## src/sv/bfb_pkg.sv

```systemverilog
// Shared types, constants and the ones' complement add helper for the frame builder.
`timescale 1ns / 1ps

package bfb_pkg;

    // Byte counter width: holds the largest supported buffer size itself.
    localparam int CNT_W    = 7;
    // Width of the counter of data byte pairs within one packet.
    localparam int HALF_W   = CNT_W - 1;
    // Entries in the packet descriptor queue.
    localparam int Q_DEPTH  = 2;
    localparam int Q_CNT_W  = 2;

    typedef struct packed {
        logic [7:0] data_byte;
        logic       seq_bit;
        logic       last_byte;
    } t_in_beat;

    typedef struct packed {
        logic [15:0] frame_word;
        logic        last_word;
        logic        overflow_flag;
    } t_out_beat;

    // One finished packet waiting to be framed.
    typedef struct packed {
        logic [CNT_W-1:0] count;
        logic             seq;
        logic             dropped;
        logic [15:0]      data_sum;
        logic             bank;
    } t_desc;

    // Byte store write request from the front to the back.
    typedef struct packed {
        logic             en;
        logic             bank;
        logic [CNT_W-1:0] idx;
        logic [7:0]       data;
    } t_store_wr;

    typedef enum logic [2:0] {
        BK_IDLE,
        BK_HDR0,
        BK_HDR1,
        BK_HDR2,
        BK_HEAD,
        BK_RD_A,
        BK_RD_B,
        BK_WORD
    } t_back_state;

    // Ones' complement add with a single end-around carry.
    function automatic logic [15:0] ones_add(input logic [15:0] a, input logic [15:0] b);
        logic [16:0] s;
        s = {1'b0, a} + {1'b0, b};
        return s[15:0] + {15'd0, s[16]};
    endfunction

endpackage

```

## src/sv/bfb_front.sv

```systemverilog
// Front end: accepts message bytes, stores them and keeps the running data sum.
`timescale 1ns / 1ps

module bfb_front #(
    parameter int MAX_BYTES = 64
) (
    input  logic              i_clk,
    input  logic              i_rst_n,
    input  logic              i_in_valid,
    input  bfb_pkg::t_in_beat i_in_beat,
    input  logic              i_space,
    output logic              o_in_ready,
    output bfb_pkg::t_store_wr o_wr,
    output logic              o_push,
    output bfb_pkg::t_desc    o_desc
);
    import bfb_pkg::*;

    logic [CNT_W-1:0] r_count, n_count;
    logic             r_seq, n_seq;
    logic             r_drop, n_drop;
    logic [15:0]      r_sum, n_sum;
    logic             r_bank, n_bank;

    logic             accept;
    logic             stored;
    logic             seq_eff;
    logic [CNT_W-1:0] count_inc;
    logic             drop_inc;
    logic [15:0]      term;
    logic [15:0]      sum_inc;

    assign o_in_ready = i_space;
    assign accept     = i_in_valid && i_space;
    assign stored     = r_count < CNT_W'(MAX_BYTES);

    // An even byte lands in the middle of a word, an odd byte straddles two words;
    // the pieces never overlap, so each can be added on its own.
    always_comb begin
        if (!r_count[0]) begin
            term = {1'b0, i_in_beat.data_byte, 7'd0};
        end else begin
            term = {i_in_beat.data_byte[0], 8'd0, i_in_beat.data_byte[7:1]};
        end
        seq_eff   = (r_count == '0) ? i_in_beat.seq_bit : r_seq;
        count_inc = stored ? r_count + CNT_W'(1) : r_count;
        drop_inc  = r_drop || !stored;
        sum_inc   = stored ? ones_add(r_sum, term) : r_sum;
    end

    always_comb begin
        n_count = r_count;
        n_seq   = r_seq;
        n_drop  = r_drop;
        n_sum   = r_sum;
        n_bank  = r_bank;
        if (accept) begin
            if (i_in_beat.last_byte) begin
                n_count = '0;
                n_seq   = 1'b0;
                n_drop  = 1'b0;
                n_sum   = '0;
                n_bank  = !r_bank;
            end else begin
                n_count = count_inc;
                n_seq   = seq_eff;
                n_drop  = drop_inc;
                n_sum   = sum_inc;
            end
        end
    end

    always_comb begin
        o_wr.en         = accept && stored;
        o_wr.bank       = r_bank;
        o_wr.idx        = r_count;
        o_wr.data       = i_in_beat.data_byte;
        o_push          = accept && i_in_beat.last_byte;
        o_desc.count    = count_inc;
        o_desc.seq      = seq_eff;
        o_desc.dropped  = drop_inc;
        o_desc.data_sum = sum_inc;
        o_desc.bank     = r_bank;
    end

    always_ff @(posedge i_clk) begin
        if (!i_rst_n) begin
            r_count <= '0;
            r_seq   <= 1'b0;
            r_drop  <= 1'b0;
            r_sum   <= '0;
            r_bank  <= 1'b0;
        end else begin
            r_count <= n_count;
            r_seq   <= n_seq;
            r_drop  <= n_drop;
            r_sum   <= n_sum;
            r_bank  <= n_bank;
        end
    end

endmodule

```

## src/sv/bfb_queue.sv

```systemverilog
// Two-entry queue of finished packet descriptors between front and back.
`timescale 1ns / 1ps

module bfb_queue (
    input  logic                          i_clk,
    input  logic                          i_rst_n,
    input  logic                          i_push,
    input  bfb_pkg::t_desc                i_desc,
    input  logic                          i_pop,
    output logic                          o_valid,
    output bfb_pkg::t_desc                o_desc,
    output logic [bfb_pkg::Q_CNT_W-1:0]   o_count
);
    import bfb_pkg::*;

    t_desc              r_entry [Q_DEPTH];
    logic               r_wr_ptr, n_wr_ptr;
    logic               r_rd_ptr, n_rd_ptr;
    logic [Q_CNT_W-1:0] r_count, n_count;
    logic               do_pop;

    assign do_pop  = i_pop && (r_count != '0);
    assign o_valid = r_count != '0;
    assign o_desc  = r_entry[r_rd_ptr];
    assign o_count = r_count;

    always_comb begin
        n_wr_ptr = i_push ? !r_wr_ptr : r_wr_ptr;
        n_rd_ptr = do_pop ? !r_rd_ptr : r_rd_ptr;
        n_count  = r_count + Q_CNT_W'(i_push) - Q_CNT_W'(do_pop);
    end

    always_ff @(posedge i_clk) begin
        if (!i_rst_n) begin
            r_wr_ptr <= 1'b0;
            r_rd_ptr <= 1'b0;
            r_count  <= '0;
        end else begin
            r_wr_ptr <= n_wr_ptr;
            r_rd_ptr <= n_rd_ptr;
            r_count  <= n_count;
        end
    end

    always_ff @(posedge i_clk) begin
        if (i_push) begin
            r_entry[r_wr_ptr] <= i_desc;
        end
    end

endmodule

```

## src/sv/bfb_back.sv

```systemverilog
// Back end: double-banked byte store, checksum finish and frame word sequencer.
`timescale 1ns / 1ps

module bfb_back #(
    parameter int MAX_BYTES = 64
) (
    input  logic               i_clk,
    input  logic               i_rst_n,
    input  bfb_pkg::t_store_wr i_wr,
    input  logic               i_desc_valid,
    input  bfb_pkg::t_desc     i_desc,
    output logic               o_pop,
    output logic               o_busy,
    input  logic [15:0]        i_port_number,
    output logic               o_out_valid,
    input  logic               i_out_ready,
    output bfb_pkg::t_out_beat o_out_beat
);
    import bfb_pkg::*;

    localparam int DEPTH  = 2 * MAX_BYTES;
    localparam int ADDR_W = $clog2(DEPTH);

    logic [7:0]        r_mem [DEPTH];
    logic [7:0]        r_rd_data;

    t_back_state       r_state, n_state;
    t_desc             r_desc;
    logic [15:0]       r_sum;
    logic [1:0]        r_widx;
    logic [HALF_W-1:0] r_j;
    logic              r_prev;
    logic [7:0]        r_byte_a;

    logic              r_out_valid;
    t_out_beat         r_out_beat;

    logic              out_free;
    logic              rd_en;
    logic [CNT_W-1:0]  rd_idx;
    logic [CNT_W-1:0]  idx_a;
    logic [CNT_W-1:0]  idx_b;
    logic              a_ok;
    logic              b_ok;
    logic [7:0]        byte_b;
    logic [15:0]       len;
    logic              word_load;
    logic [15:0]       word;
    logic              word_last;
    logic [ADDR_W-1:0] wr_addr;
    logic [ADDR_W-1:0] rd_addr;

    function automatic logic [ADDR_W-1:0] bank_addr(input logic bank,
                                                    input logic [CNT_W-1:0] idx);
        return bank ? ADDR_W'(MAX_BYTES) + ADDR_W'(idx) : ADDR_W'(idx);
    endfunction

    assign out_free = !r_out_valid || i_out_ready;
    assign idx_a    = {r_j, 1'b0};
    assign idx_b    = {r_j, 1'b1};
    assign a_ok     = idx_a < r_desc.count;
    assign b_ok     = idx_b < r_desc.count;
    assign byte_b   = b_ok ? r_rd_data : 8'd0;
    assign len      = {6'd0, r_desc.count, 3'd0};
    assign wr_addr  = bank_addr(i_wr.bank, i_wr.idx);
    assign rd_addr  = bank_addr(r_desc.bank, rd_idx);

    // Next state.
    always_comb begin
        n_state = r_state;
        unique case (r_state)
            BK_IDLE: begin
                if (i_desc_valid) begin
                    n_state = BK_HDR0;
                end
            end
            BK_HDR0: n_state = BK_HDR1;
            BK_HDR1: n_state = BK_HDR2;
            BK_HDR2: n_state = BK_HEAD;
            BK_HEAD: begin
                if (out_free && r_widx == 2'd2) begin
                    n_state = BK_RD_A;
                end
            end
            BK_RD_A: n_state = BK_RD_B;
            BK_RD_B: n_state = BK_WORD;
            BK_WORD: begin
                if (out_free) begin
                    n_state = word_last ? BK_IDLE : BK_RD_A;
                end
            end
            default: n_state = BK_IDLE;
        endcase
    end

    // State outputs.
    always_comb begin
        o_pop     = 1'b0;
        rd_en     = 1'b0;
        rd_idx    = idx_a;
        word_load = 1'b0;
        word      = '0;
        word_last = 1'b0;
        unique case (r_state)
            BK_IDLE: o_pop = i_desc_valid;
            BK_HDR0, BK_HDR1, BK_HDR2: begin
            end
            BK_HEAD: begin
                word_load = out_free;
                case (r_widx)
                    2'd0:    word = i_port_number;
                    2'd1:    word = {r_desc.seq, len[15:1]};
                    default: word = {len[0], ~r_sum[15:1]};
                endcase
            end
            BK_RD_A: begin
                rd_en  = a_ok;
                rd_idx = idx_a;
            end
            BK_RD_B: begin
                rd_en  = b_ok;
                rd_idx = idx_b;
            end
            BK_WORD: begin
                word_load = out_free;
                word      = {r_prev, r_byte_a, byte_b[7:1]};
                word_last = r_j == r_desc.count[CNT_W-1:1];
            end
            default: begin
            end
        endcase
    end

    assign o_busy = r_state != BK_IDLE;

    always_ff @(posedge i_clk) begin
        if (!i_rst_n) begin
            r_state     <= BK_IDLE;
            r_out_valid <= 1'b0;
        end else begin
            r_state <= n_state;
            if (word_load) begin
                r_out_valid <= 1'b1;
            end else if (i_out_ready) begin
                r_out_valid <= 1'b0;
            end
        end
    end

    always_ff @(posedge i_clk) begin
        if (o_pop) begin
            r_desc  <= i_desc;
            r_sum   <= i_desc.data_sum;
            r_widx  <= 2'd0;
        end
        unique case (r_state)
            BK_HDR0: r_sum <= ones_add(r_sum, i_port_number);
            BK_HDR1: r_sum <= ones_add(r_sum, {r_desc.seq, len[15:1]});
            BK_HDR2: r_sum <= ones_add(r_sum, {len[0], 15'd0});
            BK_HEAD: begin
                if (out_free) begin
                    r_widx <= r_widx + 2'd1;
                    // The low checksum bit opens the first data word.
                    r_prev <= ~r_sum[0];
                    r_j    <= '0;
                end
            end
            BK_RD_B: r_byte_a <= a_ok ? r_rd_data : 8'd0;
            BK_WORD: begin
                if (out_free) begin
                    r_prev <= byte_b[0];
                    r_j    <= r_j + HALF_W'(1);
                end
            end
            default: begin
            end
        endcase
        if (word_load) begin
            r_out_beat.frame_word    <= word;
            r_out_beat.last_word     <= word_last;
            r_out_beat.overflow_flag <= r_desc.dropped;
        end
    end

    always_ff @(posedge i_clk) begin
        if (i_wr.en) begin
            r_mem[wr_addr] <= i_wr.data;
        end
        if (rd_en) begin
            r_rd_data <= r_mem[rd_addr];
        end
    end

    assign o_out_valid = r_out_valid;
    assign o_out_beat  = r_out_beat;

endmodule

```

## src/sv/bitpacked_frame_builder_checksum_unit.sv

```systemverilog
// Top level of the bit-packed frame builder with a 16-bit ones' complement checksum.
// Input: one byte per cycle, stalled while a finished packet waits for a busy back end.
// Output: a frame of n bytes is 4 + n/2 (rounded down) words; the back end takes the
// packet, adds the header fields into the sum, then sends each header word and reads two
// bytes for each data word.
// Reset (synchronous, active low) clears counters, queue, sequencer and port register.
`timescale 1ns / 1ps

module bitpacked_frame_builder_checksum_unit #(
    parameter int MAX_BYTES = 64
) (
    input  logic               i_clk,
    input  logic               i_rst_n,
    input  logic               i_in_valid,
    output logic               o_in_ready,
    input  bfb_pkg::t_in_beat  i_in_beat,
    output logic               o_out_valid,
    input  logic               i_out_ready,
    output bfb_pkg::t_out_beat o_out_beat,
    input  logic               i_cfg_we,
    input  logic [15:0]        i_cfg_wdata
);
    import bfb_pkg::*;

    // The port number register must be written by the user only while the block is
    // idle, which the block does not enforce, so the back end reads it directly while framing.
    logic [15:0]        r_port_number;

    t_store_wr          wr;
    logic               push;
    t_desc              push_desc;
    logic               q_valid;
    t_desc              q_desc;
    logic [Q_CNT_W-1:0] q_count;
    logic               pop;
    logic               back_busy;
    logic               space;

    // Each finished packet owns one bank of the byte store until its frame has
    // gone out. With both banks held (queued or in the back end) the front
    // must wait; otherwise it keeps loading the free bank.
    assign space = (q_count + Q_CNT_W'(back_busy)) < Q_CNT_W'(Q_DEPTH);

    always_ff @(posedge i_clk) begin
        if (!i_rst_n) begin
            r_port_number <= '0;
        end else if (i_cfg_we) begin
            r_port_number <= i_cfg_wdata;
        end
    end

    bfb_front #(
        .MAX_BYTES (MAX_BYTES)
    ) u_front (
        .i_clk      (i_clk),
        .i_rst_n    (i_rst_n),
        .i_in_valid (i_in_valid),
        .i_in_beat  (i_in_beat),
        .i_space    (space),
        .o_in_ready (o_in_ready),
        .o_wr       (wr),
        .o_push     (push),
        .o_desc     (push_desc)
    );

    bfb_queue u_queue (
        .i_clk   (i_clk),
        .i_rst_n (i_rst_n),
        .i_push  (push),
        .i_desc  (push_desc),
        .i_pop   (pop),
        .o_valid (q_valid),
        .o_desc  (q_desc),
        .o_count (q_count)
    );

    bfb_back #(
        .MAX_BYTES (MAX_BYTES)
    ) u_back (
        .i_clk         (i_clk),
        .i_rst_n       (i_rst_n),
        .i_wr          (wr),
        .i_desc_valid  (q_valid),
        .i_desc        (q_desc),
        .o_pop         (pop),
        .o_busy        (back_busy),
        .i_port_number (r_port_number),
        .o_out_valid   (o_out_valid),
        .i_out_ready   (i_out_ready),
        .o_out_beat    (o_out_beat)
    );

endmodule

```

## config.mk

```make
export PLATFORM = sky130hd
export DESIGN_NAME = bitpacked_frame_builder_checksum_unit
export DESIGN_NICKNAME = d
export VERILOG_FILES = /design/src/sv/bfb_pkg.sv /design/src/sv/bfb_front.sv /design/src/sv/bfb_queue.sv /design/src/sv/bfb_back.sv /design/src/sv/bitpacked_frame_builder_checksum_unit.sv
export SDC_FILE = /design/constraint.sdc
export NUM_CORES = 2
export LEC_CHECK = 0
export BUFFER_PORTS_ARGS = -buffer_cell sky130_fd_sc_hd__buf_2
export CORE_ASPECT_RATIO = 0.7
export CORE_UTILIZATION = 40
export CTS_BUF_LIST = sky130_fd_sc_hd__clkbuf_4
export DETAILED_ROUTE_END_ITERATION = 16
export HOLD_SLACK_MARGIN = 0.03
export SETUP_SLACK_MARGIN = 0.2
export SLEW_MARGIN = 20
export SYNTH_ARGS = -nofsm -noshare
export SYNTH_HDL_FRONTEND = slang
export SYNTH_SLANG_ARGS = --single-unit
```

## constraint.sdc

```tcl
create_clock -name i_clk -period 5.2 [get_ports i_clk]
set_input_delay 1.04 -clock i_clk [delete_from_list [all_inputs] [get_ports i_clk]]
set_output_delay 1.04 -clock i_clk [all_outputs]
set_load 0.01 [all_outputs]
```

# Yosys cells after proc, flatten, opt, wreduce, memory -nomap -nowiden
# Memory sizes are Yosys's and may differ from the RTL's. A register that Yosys moved wholly into a read port is not among the register bits.
# Index checks and enable logic that the tools add are counted.
dict set report totals {
  reg_bits 111
  latch_bits 0
  ramBits 1076
  rom_bits 0
  in_bits 31
  output_inout_bits 20
  mem_count 2
}
dict set report op_classes {
  addsub 14
  multipliers 0
  div_mod_pow 0
  n_lt_le_gt_ge 4
  n_eq_ne 14
  shifts 0
  muxes 42
  bitwise_logic 3
  reduce_logical 25
}
# name depth width rd rd_ports_with_merged_regs wr line
set mem_list {}
lappend mem_list {u_back.r_mem 128 8 1 1 1 bfb_back.sv:24} ;# logic [7:0] r_mem [DEPTH];
lappend mem_list {u_queue.r_entry 2 26 1 1 1 bfb_queue.sv:16} ;# t_desc r_entry [Q_DEPTH];
# op count
set op_table {}
lappend op_table {{two-way mux 16 bit} 4}
lappend op_table {{case mux 16 bit (2 select lines)} 2}
lappend op_table {{adder 16 x 16 -> 17 bit} 3}
lappend op_table {{adder 16 x 1 -> 16 bit} 3}
lappend op_table {{case mux 16 bit (3 select lines)} 1}
lappend op_table {{two-way mux 7 bit} 4}
lappend op_table {{case mux 3 bit (8 select lines)} 1}
lappend op_table {{two-way mux 1 bit} 17}
lappend op_table {{inverter 15 bit} 1}
lappend op_table {{adder 7 bit (first input constant)} 2}
lappend op_table {{< comparator 7 bit} 2}
lappend op_table {{equality test 3 bit (second input constant)} 4}
lappend op_table {{two-way mux 3 bit} 4}
lappend op_table {{two-way mux 6 bit} 2}
lappend op_table {{case mux 6 bit (2 select lines)} 1}
lappend op_table {{two-way mux 8 bit} 1}
lappend op_table {{inequality test 2 x 1 -> 1 bit (second input constant)} 4}
lappend op_table {{adder 7 x 1 -> 7 bit (second input constant)} 1}
lappend op_table {{logical NOT 7 bit} 1}
lappend op_table {{< comparator 7 bit (second input constant)} 1}
lappend op_table {{adder 6 x 1 -> 6 bit (second input constant)} 1}
lappend op_table {{equality test 3 x 2 -> 1 bit (second input constant)} 2}
lappend op_table {{equality test 6 bit} 1}
lappend op_table {{two-way mux 2 bit} 3}
lappend op_table {{other kinds (20)} 36}

# Longest topological paths before layout
dict set report depth {
  ltp_word 7
  ltp_mapped 20
}

# Hierarchy
# Synthesis repeated with hierarchy kept, for this count alone.
dict set report unflattened {
  cells_unflattened 2849
  hier_area_um2 50980.1
}
# module n_inst cells_each area_each_um2 seq_area_each_um2
set by_module_without_submodules {}
lappend by_module_without_submodules {bfb_back 1 2334 45257.2 32881.5}
lappend by_module_without_submodules {bfb_front 1 359 2876.5 520.5}
lappend by_module_without_submodules {bfb_queue 1 103 2218.4 1661.6}
lappend by_module_without_submodules {bitpacked_frame_builder_checksum_unit 1 53 628.1 320.3}

# Worst setup path before layout
# Ideal clock, no wire load.
dict set report synth_timing {
  kind {input-to-reg}
  start {in i_in_beat[3] (netlist name)}
  end {mem u_queue.r_entry[0][16] (netlist name) (data pin)}
  arrival_ns 4.414
  required_ns 4.924
  path_slack_ns 0.509
  path_stages 19
  path_buffers 0
  path_cell_list {and2_1 ha_1 fa_1 a21oi_1 o32ai_2 o21a_1 a2111oi_0 o21bai_1 a21o_1 a21o_1 ha_1 and3_1 and2_1 nand4b_1 or3_1 or3_1 nand4b_1 xnor2_1 a21oi_1}
}
# item line
set synth_lines {}
lappend synth_lines {{start, declared} bitpacked_frame_builder_checksum_unit.sv:16} ;# input bfb_pkg::t_in_beat i_in_beat,
lappend synth_lines {{end, declared} bfb_queue.sv:16}

# Worst setup path in the final report
dict set report layout_timing {
  start {reg u_back.r_sum[0]}
  end {reg u_back.r_sum[15] (data pin)}
}
dict set report layout_via {
  elab_chain_cells 3
}
# item line
set layout_lines {}
lappend layout_lines {{start, declared} bfb_back.sv:29} ;# logic [15:0] r_sum;
lappend layout_lines {{start signal, assigned} bfb_back.sv:153} ;# r_sum <= i_desc.data_sum;
lappend layout_lines {{start signal, assigned} bfb_back.sv:157} ;# BK_HDR0: r_sum <= ones_add(r_sum, i_port_number);
lappend layout_lines {{start signal, assigned} bfb_back.sv:158} ;# BK_HDR1: r_sum <= ones_add(r_sum, {r_desc.seq, len[15:1]});
lappend layout_lines {{adder 16 x 16 -> 17 bit} bfb_pkg.sv:57} ;# s = {1'b0, a} + {1'b0, b};
lappend layout_lines {{adder 16 x 1 -> 16 bit} bfb_pkg.sv:58} ;# return s[15:0] + {15'd0, s[16]};
lappend layout_lines {{case mux 16 bit (3 select lines) *} bfb_back.sv:156} ;# unique case (r_state)
# Mark *: on every way between the ends. The rest lies on a longest branch, timed or not.
# A chain may end at the register's enable or synchronous reset.

==> out/metrics.yaml <==
placed_design:
  dpl_cell_area_um2: 52200
  io_buffers: 50
  finalWeightedCongestion: 0.8867
  dp_hpwl_um: 80150
clocking:
  cts-root-buf: "clkbuf_4"
  clk_pin_slew_ns: 0.08
  clock_latency_ns: 1.24
  clk_path_buf_depth: 4
  clock_sinks: 1196
  cts_made_buffers: 307
  ctsHtreeMaxLevel: 5
  tritoncts: "yes"
global_route:
  grt_pass1_vias: 27360
  antenna_found_initial: 9
  grt_usage: 0.1994
  grt_pass1_wl_um: 182400
  grt-ovfl-total: 0
  grt_max_degree: 145
logic_synthesis:
  syn_area_um2: 49700
  yosysSeqAreaShare: 0.7120
  synth_async_sr_flop_share: 0
  syn-mean-instance-area_um2: 18.83
  syn_nets: 2739
  synth_edf_count: 1143
  synth_seq_cells: 1196
  synthFlopType: "edfxtp_1"
  synthDistinctLibCells: 71
  yosys_warnings: 0
  netlist_instances: 2640
route:
  antenna_left: 0
  drc: 4
  routed_wl_um: 125100
  vias_per_cell: 5.566
  wire_per_inst_um: 26.00
  num_vias: 26780
  dr.first_iter.drc_count: 2666
  drtPass1Iterations: 11
layout:
  fin_util: 0.4568
  final_cell_mix: "1143 x edfxtp_1, 418 x clkbuf_4, 336 x mux4_2, 202 x nor2_1, 116 x nand2_1"
  syn_to_final_growth_pct: 12.58
  nets: 3064
  nFillCells: 10490
  drive_gt1_frac: 0.3007
  final_area_um2: 55950
  final_common_cell: "edfxtp_1"
sta:
  setup_violations: 0
  finalSetupTns_ns: 0
  relSlewSlack: 0.2382
  rsz0062_at_grt: "no"
  fin_crit_sh: 0.9096
  max_freq_mhz: 211.4
  finalHoldViolCount: 0
  worst_pin_slew_ns: 1.138
  clock_skew_ns: 0.07826
  slew_violations: 0
  period_needed_ns: 4.730
  hold_ws_ns: 0.1453
power_and_ir_drop:
  ir_drop_v: 0.0002490
  p_leak_nw: 17.82
  p_per_area_nw_per_um2: 391.6
critical_path:
  startpoint_type: "flip-flop"
  worst-setup-path-type: "flip-flop to flip-flop"
  crit_fanout: 4
  critPathMaxStageDelay_ns: 0.53
  worstPathRequired_ns: 6.28
  cp_slowest_cell: "or4_1"
  path_cells: "ha_1, inv_1, fa_1, nor2b_2, o31a_1, o2111a_1, or4_1, o221ai_1, o21ai_1, a21oi_1, o21bai_1, ha_1, nand2b_1, or2_2, nor4b_4, and3_1, nand4_1, or4_1, nand3_1"
  rrSetupSlack_ns: 0.47
  worstPathArrival_ns: 5.81
  end_kind: "flip-flop"
floorplanning:
  die_area_um2: 125700
  die_h_um: 296.9
  start_util: 0.4057
  ios: 51
  rows: 107
  dieWidth_um: 423.3
  coreArea_um2: 122500
hold_path:
  hp-class: "input port to flip-flop"
run:
  drv_cap: 0
outcome:
  violations: "design-rule violations"
  status: "finished, violations left"
-- power breakdown --
group	internal, mW	switching [mW]
clock	3.81	3.76
sequential	10.9	0.220
combinational	1.15	2.07
total	15.9	6.06
-- stage by stage --
stage                     setup slack [ns]  power (mW)  instances
after floorplan                     0.5094       13.32       2640
after global placement             0.04244       14.38       4272
after detailed placement           0.01141       14.46       4273
final                               0.4703       21.91       4811
after CTS                           0.2666       22.04       4795
after global routing                0.1963       22.84       4807
-- flip-flops by register name, summed over array words and instances, names as in the netlist, 2 cells and up, named ones only --
signal,cells
u_back.r_mem,1024
u_queue.r_entry,52
u_back.o_out_beat,18
r_port_number,16
u_back.r_sum,16
u_front.r_sum,16
u_back.r_byte_a,8
u_back.r_rd_data,8
u_back.len,7
u_front.r_count,7
u_back.r_j,6
u_back.r_desc,3
u_back.r_state,3
u_back.r_widx,2
u_queue.o_count,2
-- logic make-up (layout without fill, tap and decap cells) --
kind of cell               after synthesis  after routing  synth area share
adders and majority gates               68             68           0.01757
xor gates and xnor gates                87             87           0.01533
AOI/OAI and AO/OA                      205            205           0.02779
and+or+nand+nor                        521            521           0.04907
other                                    0             10                 0
muxes                                  395            395            0.1647
DFF                                   1196           1196            0.7120
buffers and inverters                  168            694           0.01352
-- synth_stat cells, drive strengths merged (8+ instances only) --
master,n,area [µm²]
clkbuf,92,345.3
buf,36,176.4
nor3,21,105.1
mux2,24,270.3
edfxtp,1143,34320
nor2b,41,256.5
a21o,9,67.56
mux2i,35,350.3
nand2,116,435.4
xor2,32,280.3
ha,65,813.3
o21ai,60,300.3
and2,38,237.7
o21a,10,75.07
xnor2,55,481.7
and3,13,81.33
inv,39,146.4
nor2,204,765.7
o221ai,13,113.9
a22oi,8,60.06
nand2b,9,56.30
dfxtp,53,1061
a21oi,40,200.2
mux4,336,7567
nand4,14,87.58
nand3,30,150.1
a221oi,9,78.83
or2,8,50.05
-- metal layers --
layer / vias to the layer above / part of all wire / track usage
met5: - / 0 / 0
met2: 1190 / 0.43 / 0.2768
met1: 13880 / 0.45 / 0.2928
met4: 0 / 0.017 / 0.06232
met3: 164 / 0.10 / 0.06974
li1: 11540 / - / -
-- worst paths after layout --
kind / startpoint / end / cells past startpoint
max: u_back.r_sum[0]$_DFFE_PP_ / u_back.r_sum[15]$_DFFE_PP_ / 19
min: i_cfg_wdata[11] / r_port_number[11]$_SDFFE_PN0P_ / 3
max reg2reg: u_back.r_sum[0]$_DFFE_PP_ / u_back.r_sum[15]$_DFFE_PP_ / 19
min reg2reg: u_front.r_drop$_SDFFE_PN0P_ / u_front.r_drop$_SDFFE_PN0P_ / 2
-- worst max-delay path: cells and delay by family, from the launching register on --
kind                       cells  cell delay, ns
buffers and inverters          1            0.06
and+or+nand+nor                9            2.10
adders and majority gates      3            0.82
DFF                            1            0.46
AOI/OAI and AO/OA              6            1.14
-- cell type report --
cell class	count	area (µm²)	share of cell area
Inverter	40	157.7	0.002818
Sequential cell	1196	35380	0.6324
Clock buffer	418	3138	0.05608
Antenna cell	10	25.02	0.0004472
Multi-Input combinational cell	1276	13650	0.2440
Timing Repair Buffer	144	1134	0.02026
Clock inverter	92	414.1	0.007402
Tap cell	1635	2046	0.03656
-- what timing repair did --
action	4_1_cts	5_1_grt
hold buffers	12	0
resized for setup	0	2
hold endpoints to repair	12	0
setup endpoints to repair	0	4
buffers inserted	0	6
(Power assumes the default switching activity.)
